[config.mk]
export PLATFORM = sky130hd
export DESIGN_NAME = http_get_command_parser
export DESIGN_NICKNAME = d
export VERILOG_FILES = /design/src/design/hgcp_pkg.sv /design/src/design/http_get_command_parser.sv
export SDC_FILE = /design/constraint.sdc
export NUM_CORES = 1
export LEC_CHECK = 0
export BUFFER_PORTS_ARGS = -buffer_cell sky130_fd_sc_hd__buf_2
export CAP_MARGIN = 5
export CORE_MARGIN = 2
export CORE_UTILIZATION = 60
export DETAILED_ROUTE_END_ITERATION = 8
export HOLD_SLACK_MARGIN = 0.1
export PLACE_DENSITY = 0.82
export SLEW_MARGIN = 20
export SYNTH_ARGS = -nofsm -noshare
export SYNTH_HDL_FRONTEND = slang
export SYNTH_SLANG_ARGS = --single-unit
export TNS_END_PERCENT = 10
[constraint.sdc]
create_clock -name clk -period 5.52 [get_ports clk]
set_input_delay 1.104 -clock clk [delete_from_list [all_inputs] [get_ports clk]]
set_output_delay 1.104 -clock clk [all_outputs]
set_load 0.05 [all_outputs]
[src/design/hgcp_pkg.sv]
`default_nettype none

package hgcp_pkg;

  // input word kinds (in_tuser)
  localparam logic [1:0] REQ_BYTE  = 2'd0;
  localparam logic [1:0] REQ_TICK  = 2'd1;
  localparam logic [1:0] REQ_OPEN  = 2'd2;
  localparam logic [1:0] REQ_CLOSE = 2'd3;

  // output word kinds (out_tuser)
  localparam logic [1:0] KIND_TEXT  = 2'd0;
  localparam logic [1:0] KIND_CMD   = 2'd1;
  localparam logic [1:0] KIND_ABORT = 2'd2;

  // commands
  localparam logic [1:0] CMD_NONE = 2'd0;
  localparam logic [1:0] CMD_OFF  = 2'd1;
  localparam logic [1:0] CMD_ON   = 2'd2;
  localparam logic [1:0] CMD_SAVE = 2'd3;

  // key matcher hits
  localparam logic [1:0] HIT_NONE = 2'd0;
  localparam logic [1:0] HIT_OFF  = 2'd1;
  localparam logic [1:0] HIT_ON   = 2'd2;
  localparam logic [1:0] HIT_TEXT = 2'd3;

  // percent escape phases
  localparam logic [1:0] PCT_IDLE = 2'd0;
  localparam logic [1:0] PCT_HIGH = 2'd1;
  localparam logic [1:0] PCT_LOW  = 2'd2;

  // matcher positions
  localparam logic [4:0] POS_PREFIX_END = 5'd9;   // after "GET /set?"
  localparam logic [4:0] POS_OFF_O      = 5'd10;
  localparam logic [4:0] POS_OFF_F      = 5'd11;
  localparam logic [4:0] POS_OFF_FF     = 5'd12;
  localparam logic [4:0] POS_ON_N       = 5'd13;
  localparam logic [4:0] POS_TEXT_T     = 5'd14;
  localparam logic [4:0] POS_LAST       = 5'd21;

  localparam logic [15:0] TIMEOUT_RESET = 16'd5000;
  localparam logic [15:0] ELAPSED_MAX   = 16'hFFFF;

  localparam logic [7:0] CH_PLUS    = 8'h2B;
  localparam logic [7:0] CH_PERCENT = 8'h25;
  localparam logic [7:0] CH_CR      = 8'h0D;
  localparam logic [7:0] CH_LF      = 8'h0A;
  localparam logic [7:0] CH_SPACE   = 8'h20;
  localparam logic [7:0] CH_G       = 8'h47;

  typedef struct packed {
    logic [4:0] pos;
    logic [1:0] hit;
  } match_t;

  function automatic logic [7:0] key_prefix(input logic [3:0] idx);
    logic [7:0] c;
    begin
      unique case (idx)
        4'd0:    c = "G";
        4'd1:    c = "E";
        4'd2:    c = "T";
        4'd3:    c = " ";
        4'd4:    c = "/";
        4'd5:    c = "s";
        4'd6:    c = "e";
        4'd7:    c = "t";
        4'd8:    c = "?";
        default: c = 8'h00;
      endcase
      return c;
    end
  endfunction

  // "extarea=" after the 't'
  function automatic logic [7:0] key_text_tail(input logic [2:0] idx);
    logic [7:0] c;
    begin
      unique case (idx)
        3'd0: c = "e";
        3'd1: c = "x";
        3'd2: c = "t";
        3'd3: c = "a";
        3'd4: c = "r";
        3'd5: c = "e";
        3'd6: c = "a";
        3'd7: c = "=";
        default: c = 8'h00;
      endcase
      return c;
    end
  endfunction

  function automatic logic [3:0] hex_val(input logic [7:0] c);
    logic [3:0] v;
    begin
      v = 4'd0;
      if (c >= "0" && c <= "9") v = 4'(c - 8'h30);
      else if (c >= "a" && c <= "f") v = 4'(c - 8'h57);
      else if (c >= "A" && c <= "F") v = 4'(c - 8'h37);
      return v;
    end
  endfunction

  function automatic match_t match_step(input logic [4:0] p, input logic [7:0] b);
    match_t     m;
    logic       ok;
    logic [4:0] nxt;
    logic [4:0] tail_idx;
    begin
      ok       = 1'b0;
      nxt      = 5'd0;
      m.hit    = HIT_NONE;
      tail_idx = p - POS_TEXT_T;
      if (p < POS_PREFIX_END) begin
        if (b == key_prefix(p[3:0])) begin
          ok  = 1'b1;
          nxt = p + 5'd1;
        end
      end else if (p == POS_PREFIX_END) begin
        if (b == "O") begin
          ok = 1'b1; nxt = POS_OFF_O;
        end else if (b == "t") begin
          ok = 1'b1; nxt = POS_TEXT_T;
        end
      end else if (p == POS_OFF_O) begin
        if (b == "F") begin
          ok = 1'b1; nxt = POS_OFF_F;
        end else if (b == "N") begin
          ok = 1'b1; nxt = POS_ON_N;
        end
      end else if (p == POS_OFF_F) begin
        if (b == "F") begin
          ok = 1'b1; nxt = POS_OFF_FF;
        end
      end else if (p == POS_OFF_FF) begin
        if (b == "=") begin
          ok = 1'b1; m.hit = HIT_OFF;
        end
      end else if (p == POS_ON_N) begin
        if (b == "=") begin
          ok = 1'b1; m.hit = HIT_ON;
        end
      end else if (p >= POS_TEXT_T && p <= POS_LAST) begin
        if (b == key_text_tail(tail_idx[2:0])) begin
          ok = 1'b1;
          if (p == POS_LAST) m.hit = HIT_TEXT;
          else nxt = p + 5'd1;
        end
      end
      // mismatch: restart, a 'G' may begin a new key
      if (!ok) nxt = (b == CH_G) ? 5'd1 : 5'd0;
      m.pos = nxt;
      return m;
    end
  endfunction

endpackage

`default_nettype wire

[src/design/http_get_command_parser.sv]
`default_nettype none
// A result word is registered and presented on out_* the cycle after its input word is taken.
// Throughput: one input word per cycle; in_tready drops only while a result waits
//   in the output register and out_tready is low.
// Reset (rst_n low, synchronous): connection closed, all parse state cleared,
//   output register empty, timeout_ms back to 5000.

module http_get_command_parser (
  input  wire logic        clk,
  input  wire logic        rst_n,
  // configuration
  input  wire logic        cfg_we,
  input  wire logic [15:0] cfg_wdata,   // timeout_ms
  // input stream
  input  wire logic        in_tvalid,
  output logic             in_tready,
  input  wire logic [7:0]  in_tdata,    // [7:0] rx_byte
  input  wire logic [1:0]  in_tuser,    // [1:0] req_type
  // result stream
  output logic             out_tvalid,
  input  wire logic        out_tready,
  output logic [15:0]      out_tdata,   // [7:0] text_byte, [9:8] command, [15:10] zero
  output logic [1:0]       out_tuser    // [1:0] out_kind
);

  // ---------------- state ----------------
  logic [15:0] timeout_r;
  logic        conn_active_r, conn_active_nxt;
  logic        header_done_r, header_done_nxt;
  logic [15:0] elapsed_r, elapsed_nxt;
  logic [4:0]  match_pos_r, match_pos_nxt;
  logic        seen_off_r, seen_off_nxt;
  logic        seen_on_r, seen_on_nxt;
  logic        seen_text_r, seen_text_nxt;
  logic        text_active_r, text_active_nxt;
  logic [1:0]  pct_r, pct_nxt;
  logic [3:0]  high_nib_r, high_nib_nxt;
  logic        line_chars_r, line_chars_nxt;

  // output register
  logic        out_valid_r;
  logic [1:0]  out_kind_r, out_kind_nxt;
  logic [7:0]  out_byte_r, out_byte_nxt;
  logic [1:0]  out_cmd_r, out_cmd_nxt;
  logic        produce;

  logic        in_accept;
  logic [7:0]  b;
  logic [15:0] elapsed_inc;
  hgcp_pkg::match_t m;

  // The output register frees up in the same cycle it is drained, so a
  // stream with out_tready held high runs at one word per cycle.
  assign in_tready = !out_valid_r || out_tready;
  assign in_accept = in_tvalid && in_tready;
  assign b         = in_tdata;

  assign elapsed_inc = (elapsed_r == hgcp_pkg::ELAPSED_MAX) ? elapsed_r
                                                            : elapsed_r + 16'd1;
  assign m = hgcp_pkg::match_step(match_pos_r, b);

  // ---------------- next-state logic ----------------
  always_comb begin
    conn_active_nxt = conn_active_r;
    header_done_nxt = header_done_r;
    elapsed_nxt     = elapsed_r;
    match_pos_nxt   = match_pos_r;
    seen_off_nxt    = seen_off_r;
    seen_on_nxt     = seen_on_r;
    seen_text_nxt   = seen_text_r;
    text_active_nxt = text_active_r;
    pct_nxt         = pct_r;
    high_nib_nxt    = high_nib_r;
    line_chars_nxt  = line_chars_r;
    produce         = 1'b0;
    out_kind_nxt    = hgcp_pkg::KIND_TEXT;
    out_byte_nxt    = 8'd0;
    out_cmd_nxt     = hgcp_pkg::CMD_NONE;

    if (in_tuser == hgcp_pkg::REQ_OPEN || in_tuser == hgcp_pkg::REQ_CLOSE) begin
      // drop the request; open starts a fresh one
      conn_active_nxt = (in_tuser == hgcp_pkg::REQ_OPEN);
      header_done_nxt = 1'b0;
      elapsed_nxt     = 16'd0;
      match_pos_nxt   = 5'd0;
      seen_off_nxt    = 1'b0;
      seen_on_nxt     = 1'b0;
      seen_text_nxt   = 1'b0;
      text_active_nxt = 1'b0;
      pct_nxt         = hgcp_pkg::PCT_IDLE;
      high_nib_nxt    = 4'd0;
      line_chars_nxt  = 1'b0;
    end else if (conn_active_r && !header_done_r) begin
      if (in_tuser == hgcp_pkg::REQ_TICK) begin
        elapsed_nxt = elapsed_inc;
        if (elapsed_inc > timeout_r) begin
          conn_active_nxt = 1'b0;
          elapsed_nxt     = 16'd0;
          match_pos_nxt   = 5'd0;
          seen_off_nxt    = 1'b0;
          seen_on_nxt     = 1'b0;
          seen_text_nxt   = 1'b0;
          text_active_nxt = 1'b0;
          pct_nxt         = hgcp_pkg::PCT_IDLE;
          high_nib_nxt    = 4'd0;
          line_chars_nxt  = 1'b0;
          produce         = 1'b1;
          out_kind_nxt    = hgcp_pkg::KIND_ABORT;
        end
      end else if (b == hgcp_pkg::CH_LF && !line_chars_r) begin
        // empty line: header end, command by priority
        header_done_nxt = 1'b1;
        text_active_nxt = 1'b0;
        pct_nxt         = hgcp_pkg::PCT_IDLE;
        produce         = 1'b1;
        out_kind_nxt    = hgcp_pkg::KIND_CMD;
        if (seen_off_r) out_cmd_nxt = hgcp_pkg::CMD_OFF;
        else if (seen_on_r) out_cmd_nxt = hgcp_pkg::CMD_ON;
        else if (seen_text_r) out_cmd_nxt = hgcp_pkg::CMD_SAVE;
      end else begin
        if (b == hgcp_pkg::CH_LF) line_chars_nxt = 1'b0;
        else if (b != hgcp_pkg::CH_CR) line_chars_nxt = 1'b1;

        match_pos_nxt = m.pos;
        if (m.hit == hgcp_pkg::HIT_OFF) seen_off_nxt = 1'b1;
        if (m.hit == hgcp_pkg::HIT_ON) seen_on_nxt = 1'b1;

        if (text_active_r) begin
          // URL decode
          if (b == hgcp_pkg::CH_SPACE) begin
            // end of text; a pending escape goes out with missing digits as 0
            if (pct_r == hgcp_pkg::PCT_HIGH) begin
              produce = 1'b1;
            end else if (pct_r == hgcp_pkg::PCT_LOW) begin
              produce      = 1'b1;
              out_byte_nxt = {high_nib_r, 4'd0};
            end
            text_active_nxt = 1'b0;
            pct_nxt         = hgcp_pkg::PCT_IDLE;
          end else if (pct_r == hgcp_pkg::PCT_HIGH) begin
            high_nib_nxt = hgcp_pkg::hex_val(b);
            pct_nxt      = hgcp_pkg::PCT_LOW;
          end else if (pct_r == hgcp_pkg::PCT_LOW) begin
            produce      = 1'b1;
            out_byte_nxt = {high_nib_r, hgcp_pkg::hex_val(b)};
            pct_nxt      = hgcp_pkg::PCT_IDLE;
          end else if (b == hgcp_pkg::CH_PERCENT) begin
            pct_nxt = hgcp_pkg::PCT_HIGH;
          end else begin
            produce      = 1'b1;
            out_byte_nxt = (b == hgcp_pkg::CH_PLUS) ? hgcp_pkg::CH_SPACE : b;
          end
        end else if (m.hit == hgcp_pkg::HIT_TEXT && !seen_text_r) begin
          // first textarea key opens the text
          seen_text_nxt   = 1'b1;
          text_active_nxt = 1'b1;
          pct_nxt         = hgcp_pkg::PCT_IDLE;
        end
      end
    end
  end

  // ---------------- registers ----------------
  always_ff @(posedge clk) begin
    if (!rst_n) begin
      timeout_r <= hgcp_pkg::TIMEOUT_RESET;
    end else if (cfg_we) begin
      timeout_r <= cfg_wdata;
    end
  end

  always_ff @(posedge clk) begin
    if (!rst_n) begin
      conn_active_r <= 1'b0;
      header_done_r <= 1'b0;
      elapsed_r     <= 16'd0;
      match_pos_r   <= 5'd0;
      seen_off_r    <= 1'b0;
      seen_on_r     <= 1'b0;
      seen_text_r   <= 1'b0;
      text_active_r <= 1'b0;
      pct_r         <= hgcp_pkg::PCT_IDLE;
      high_nib_r    <= 4'd0;
      line_chars_r  <= 1'b0;
    end else if (in_accept) begin
      conn_active_r <= conn_active_nxt;
      header_done_r <= header_done_nxt;
      elapsed_r     <= elapsed_nxt;
      match_pos_r   <= match_pos_nxt;
      seen_off_r    <= seen_off_nxt;
      seen_on_r     <= seen_on_nxt;
      seen_text_r   <= seen_text_nxt;
      text_active_r <= text_active_nxt;
      pct_r         <= pct_nxt;
      high_nib_r    <= high_nib_nxt;
      line_chars_r  <= line_chars_nxt;
    end
  end

  always_ff @(posedge clk) begin
    if (!rst_n) begin
      out_valid_r <= 1'b0;
    end else if (in_accept && produce) begin
      out_valid_r <= 1'b1;
    end else if (out_tready) begin
      out_valid_r <= 1'b0;
    end
  end

  always_ff @(posedge clk) begin
    if (in_accept && produce) begin
      out_kind_r <= out_kind_nxt;
      out_byte_r <= out_byte_nxt;
      out_cmd_r  <= out_cmd_nxt;
    end
  end

  assign out_tvalid = out_valid_r;
  assign out_tuser  = out_kind_r;
  assign out_tdata  = {6'd0, out_cmd_r, out_byte_r};

  // ---------------- assertions ----------------
  a_done_needs_conn: assert property (@(posedge clk) disable iff (!rst_n)
    header_done_r |-> conn_active_r)
    else $error("header done without open connection");

  a_text_needs_seen: assert property (@(posedge clk) disable iff (!rst_n)
    text_active_r |-> seen_text_r)
    else $error("text active before textarea key");

  a_pct_idle_outside_text: assert property (@(posedge clk) disable iff (!rst_n)
    !text_active_r |-> (pct_r == hgcp_pkg::PCT_IDLE))
    else $error("escape pending outside text");

  a_match_range: assert property (@(posedge clk) disable iff (!rst_n)
    match_pos_r <= hgcp_pkg::POS_LAST)
    else $error("matcher position out of range");

  a_abort_closes: assert property (@(posedge clk) disable iff (!rst_n)
    (in_accept && produce && out_kind_nxt == hgcp_pkg::KIND_ABORT) |=> !conn_active_r)
    else $error("abort left connection open");

endmodule

`default_nettype wire
==> flow_summary.json <==
{
  "status": "finished, final reports clean",
  "grt_antenna_before_repair": 0,
  "drt_pass1_iterations": 7,
  "die_h_um": 93.5,
  "syn_area_per_cell_um2": 8.19,
  "clkTransAtPathRegs_ns": 0.07,
  "postLayoutCellArea_mm2": 0.00525,
  "cts_resized": 0,
  "max-slew-margin-rel": 0.276,
  "worst_pin_slew_ns": 1.08,
  "area_growth_pct": 9.18,
  "r2r_cells": 18,
  "max_freq_ghz": 0.206,
  "dr.first_iter.drc_count": 421,
  "syn_area_mm2": 0.00481,
  "finalCriticalPeriod_ns": 4.85,
  "synth_edf_count": 12,
  "post-synth-top-area-cell": "dfxtp_1",
  "critical_path_class": "reg2reg",
  "fin_skew_ns": 0.00980,
  "clockRootBuffer": "clkbuf_8",
  "endpoint_kind": "flop",
  "cts_tree": "yes",
  "dp_hpwl_mm": 8.54,
  "final_cell_mix": "nor2_1 (79), dfxtp_1 (58), buf_2 (44)",
  "grt_overflow": 0,
  "ys.flop_type": "dfxtp_1",
  "cts_setup_buffers": 0,
  "clkLatencyLatePin_ns": 0.36,
  "leakagePower_nw": 2.13,
  "gp_congestion": 0.925,
  "initial_core_util": 0.622,
  "hold_violations": 0,
  "dr_wl_met3_mm": 1.00,
  "wire_per_inst_um": 16.2,
  "totalWireLength_mm": 11.8,
  "drive_gt1_frac": 0.138,
  "grt_max_degree": 46,
  "grt_pass1_wl_mm": 19.5,
  "ant_nets": 0,
  "clock_path_buffers": 2,
  "vias": 4422,
  "final_common_cell": "nor2_1",
  "yosysSeqAreaShare": 0.316,
  "power_mw": 1.10,
  "wl_met1_mm": 5.41,
  "setup_viol": 0,
  "numPortBuffers": 44,
  "slew_violations": 0,
  "crit_path_start_kind": "flop",
  "grt_usage": 0.276,
  "htree_levels": 3,
  "cts_made_buffers": 9,
  "final.period_utilization": 0.879,
  "rows": 32,
  "synthCells": 587,
  "clock_sinks": 70,
  "die_area_mm2": 0.00875,
  "min_path_cells": 2,
  "cap_violations": 0,
  "cp_max_fo": 11,
  "place_area_mm2": 0.00503,
  "async_reset_ff_frac": 0,
  "coreArea_mm2": 0.00773,
  "rsz0062_at_grt": "no",
  "antenna_cells": 0,
  "grt_pass1_vias": 4161,
  "nets": 679,
  "synth_area_leaders": "dfxtp_1 (24%), ha_1 (8.1%), edfxtp_1 (7.5%)",
  "yosysUniqueCellTypes": 76,
  "power.density_mw_per_mm2": 209,
  "cts_hold_buf": 0,
  "ios": 51,
  "top_layer": "met4",
  "synth_top_area_frac": 0.241,
  "crit_arrival_ns": 5.13,
  "drc": 0,
  "vias_per_cell": 6.11,
  "yosysWarnings": 0,
  "fp.dieW_um": 93.5,
  "cp.required_ns": 5.80,
  "wl_met2_mm": 5.15,
  "fin_setup_tns_ns": 0,
  "synth_seq_cells": 70,
  "vdd_drop_max_mv": 0.110,
  "hold_path_class": "reg2reg"
}
==> state kept, by name, summed over array words and instances (netlist names), named ones only <==
signal / count
out_tuser: 2
line_chars_r: 1
out_tvalid: 1
pct_r: 2
high_nib_r: 4
conn_active_r: 1
match_pos_r: 5
seen_on_r: 1
text_active_r: 1
elapsed_r: 16
timeout_r: 16
seen_text_r: 1
out_cmd_r: 2
seen_off_r: 1
out_byte_r: 8
header_done_r: 1
==> logic make-up (layout without fill, tap and decap cells) <==
| group | after synthesis | count (layout) | share of synthesized area |
|---|---|---|---|
| other cells | 1 | 6 | 0.000780 |
| buf+inv | 71 | 101 | 0.0635 |
| mux | 18 | 18 | 0.0380 |
| compound gates | 141 | 141 | 0.203 |
| simple gates | 231 | 231 | 0.254 |
| xor+xnor | 24 | 24 | 0.0437 |
| fa+ha+maj | 31 | 31 | 0.0806 |
| flops | 70 | 70 | 0.316 |
==> synth_stat cells (4+ instances only) <==
master,n
nor2_1,79
dfxtp_1,58
a21oi_1,41
inv_1,38
nand2_1,33
ha_1,31
nand3_1,22
a22oi_1,18
clkbuf_1,17
o21ai_0,17
mux2i_1,16
nor3_1,14
xor2_1,14
a21o_1,12
edfxtp_1,12
nand2b_1,11
o211ai_1,10
xnor2_1,10
nand4_1,9
buf_4,7
nand3b_1,7
and3_1,6
nor4_1,6
or4_1,6
nor2b_1,5
o21a_1,5
a211oi_1,4
buf_2,4
o31ai_1,4
or3_1,4
==> per-layer routing <==
| metal | vias to the layer above | track usage |
|---|---|---|
| li1 | 2157 | - |
| met1 | 2028 | 0.387 |
| met2 | 218 | 0.429 |
| met3 | 19 | 0.0580 |
| met4 | 0 | 0.0833 |
| met5 | - | 0 |
==> worst max-delay path, stage by stage, from the launching register on <==
cell and delay (ns):
dfxtp_1 0.43, and4_1 0.28, nand4_1 0.15, or4_1 0.52, nor3_2 0.40, nor2_1 0.14
and3_1 0.21, xor2_1 0.16, ha_1 0.33, nand4_1 0.09, or3_1 0.37, a21oi_1 0.13
nor4_1 0.09, o21a_1 0.34, a221oi_1 0.34, buf_4 0.22, nand2_2 0.08, or3_1 0.35
a21oi_1 0.14
==> worst paths after layout <==
| path | from | slack [ns] | endpoint |
|---|---|---|---|
| max | elapsed_r[2] | 0.67 | flop |
| min | elapsed_r[9] | 0.49 | elapsed_r[9] |
| max reg2reg | elapsed_r[2] | 0.67 | flop |
| min reg2reg | elapsed_r[9] | 0.49 | elapsed_r[9] |
==> layout make-up <==
| type | count | area, um2 |
|---|---|---|
| timing repair buffer | 46 | 235 |
| fill | 637 | 2480 |
| tap | 102 | 128 |
| multi-input combinational | 451 | 3000 |
| clock inverter | 4 | 52.6 |
| inverter | 39 | 146 |
| sequential | 70 | 1520 |
| clock buffer | 12 | 166 |
==> stage by stage <==
stage          hold WS [ns]  utilization  setup slack, ns  instances
2_1_floorplan         0.446            -             1.21        592
3_3_place_gp          0.457        0.651            0.902        708
3_5_place_dp          0.477        0.651            0.740        708
4_1_cts               0.489        0.680            0.705        724
5_1_grt               0.518        0.680            0.199        724
6_report              0.494        0.680            0.669        724
==> power by group <==
part / internal [mW] / leakage [nW] / total, mW / switching (mW)
Sequential: 0.526 / 0.588 / 0.531 / 0.00484
Combinational: 0.0378 / 1.43 / 0.118 / 0.0802
Clock: 0.249 / 0.112 / 0.447 / 0.198
Power figures use the tool's default switching activity.
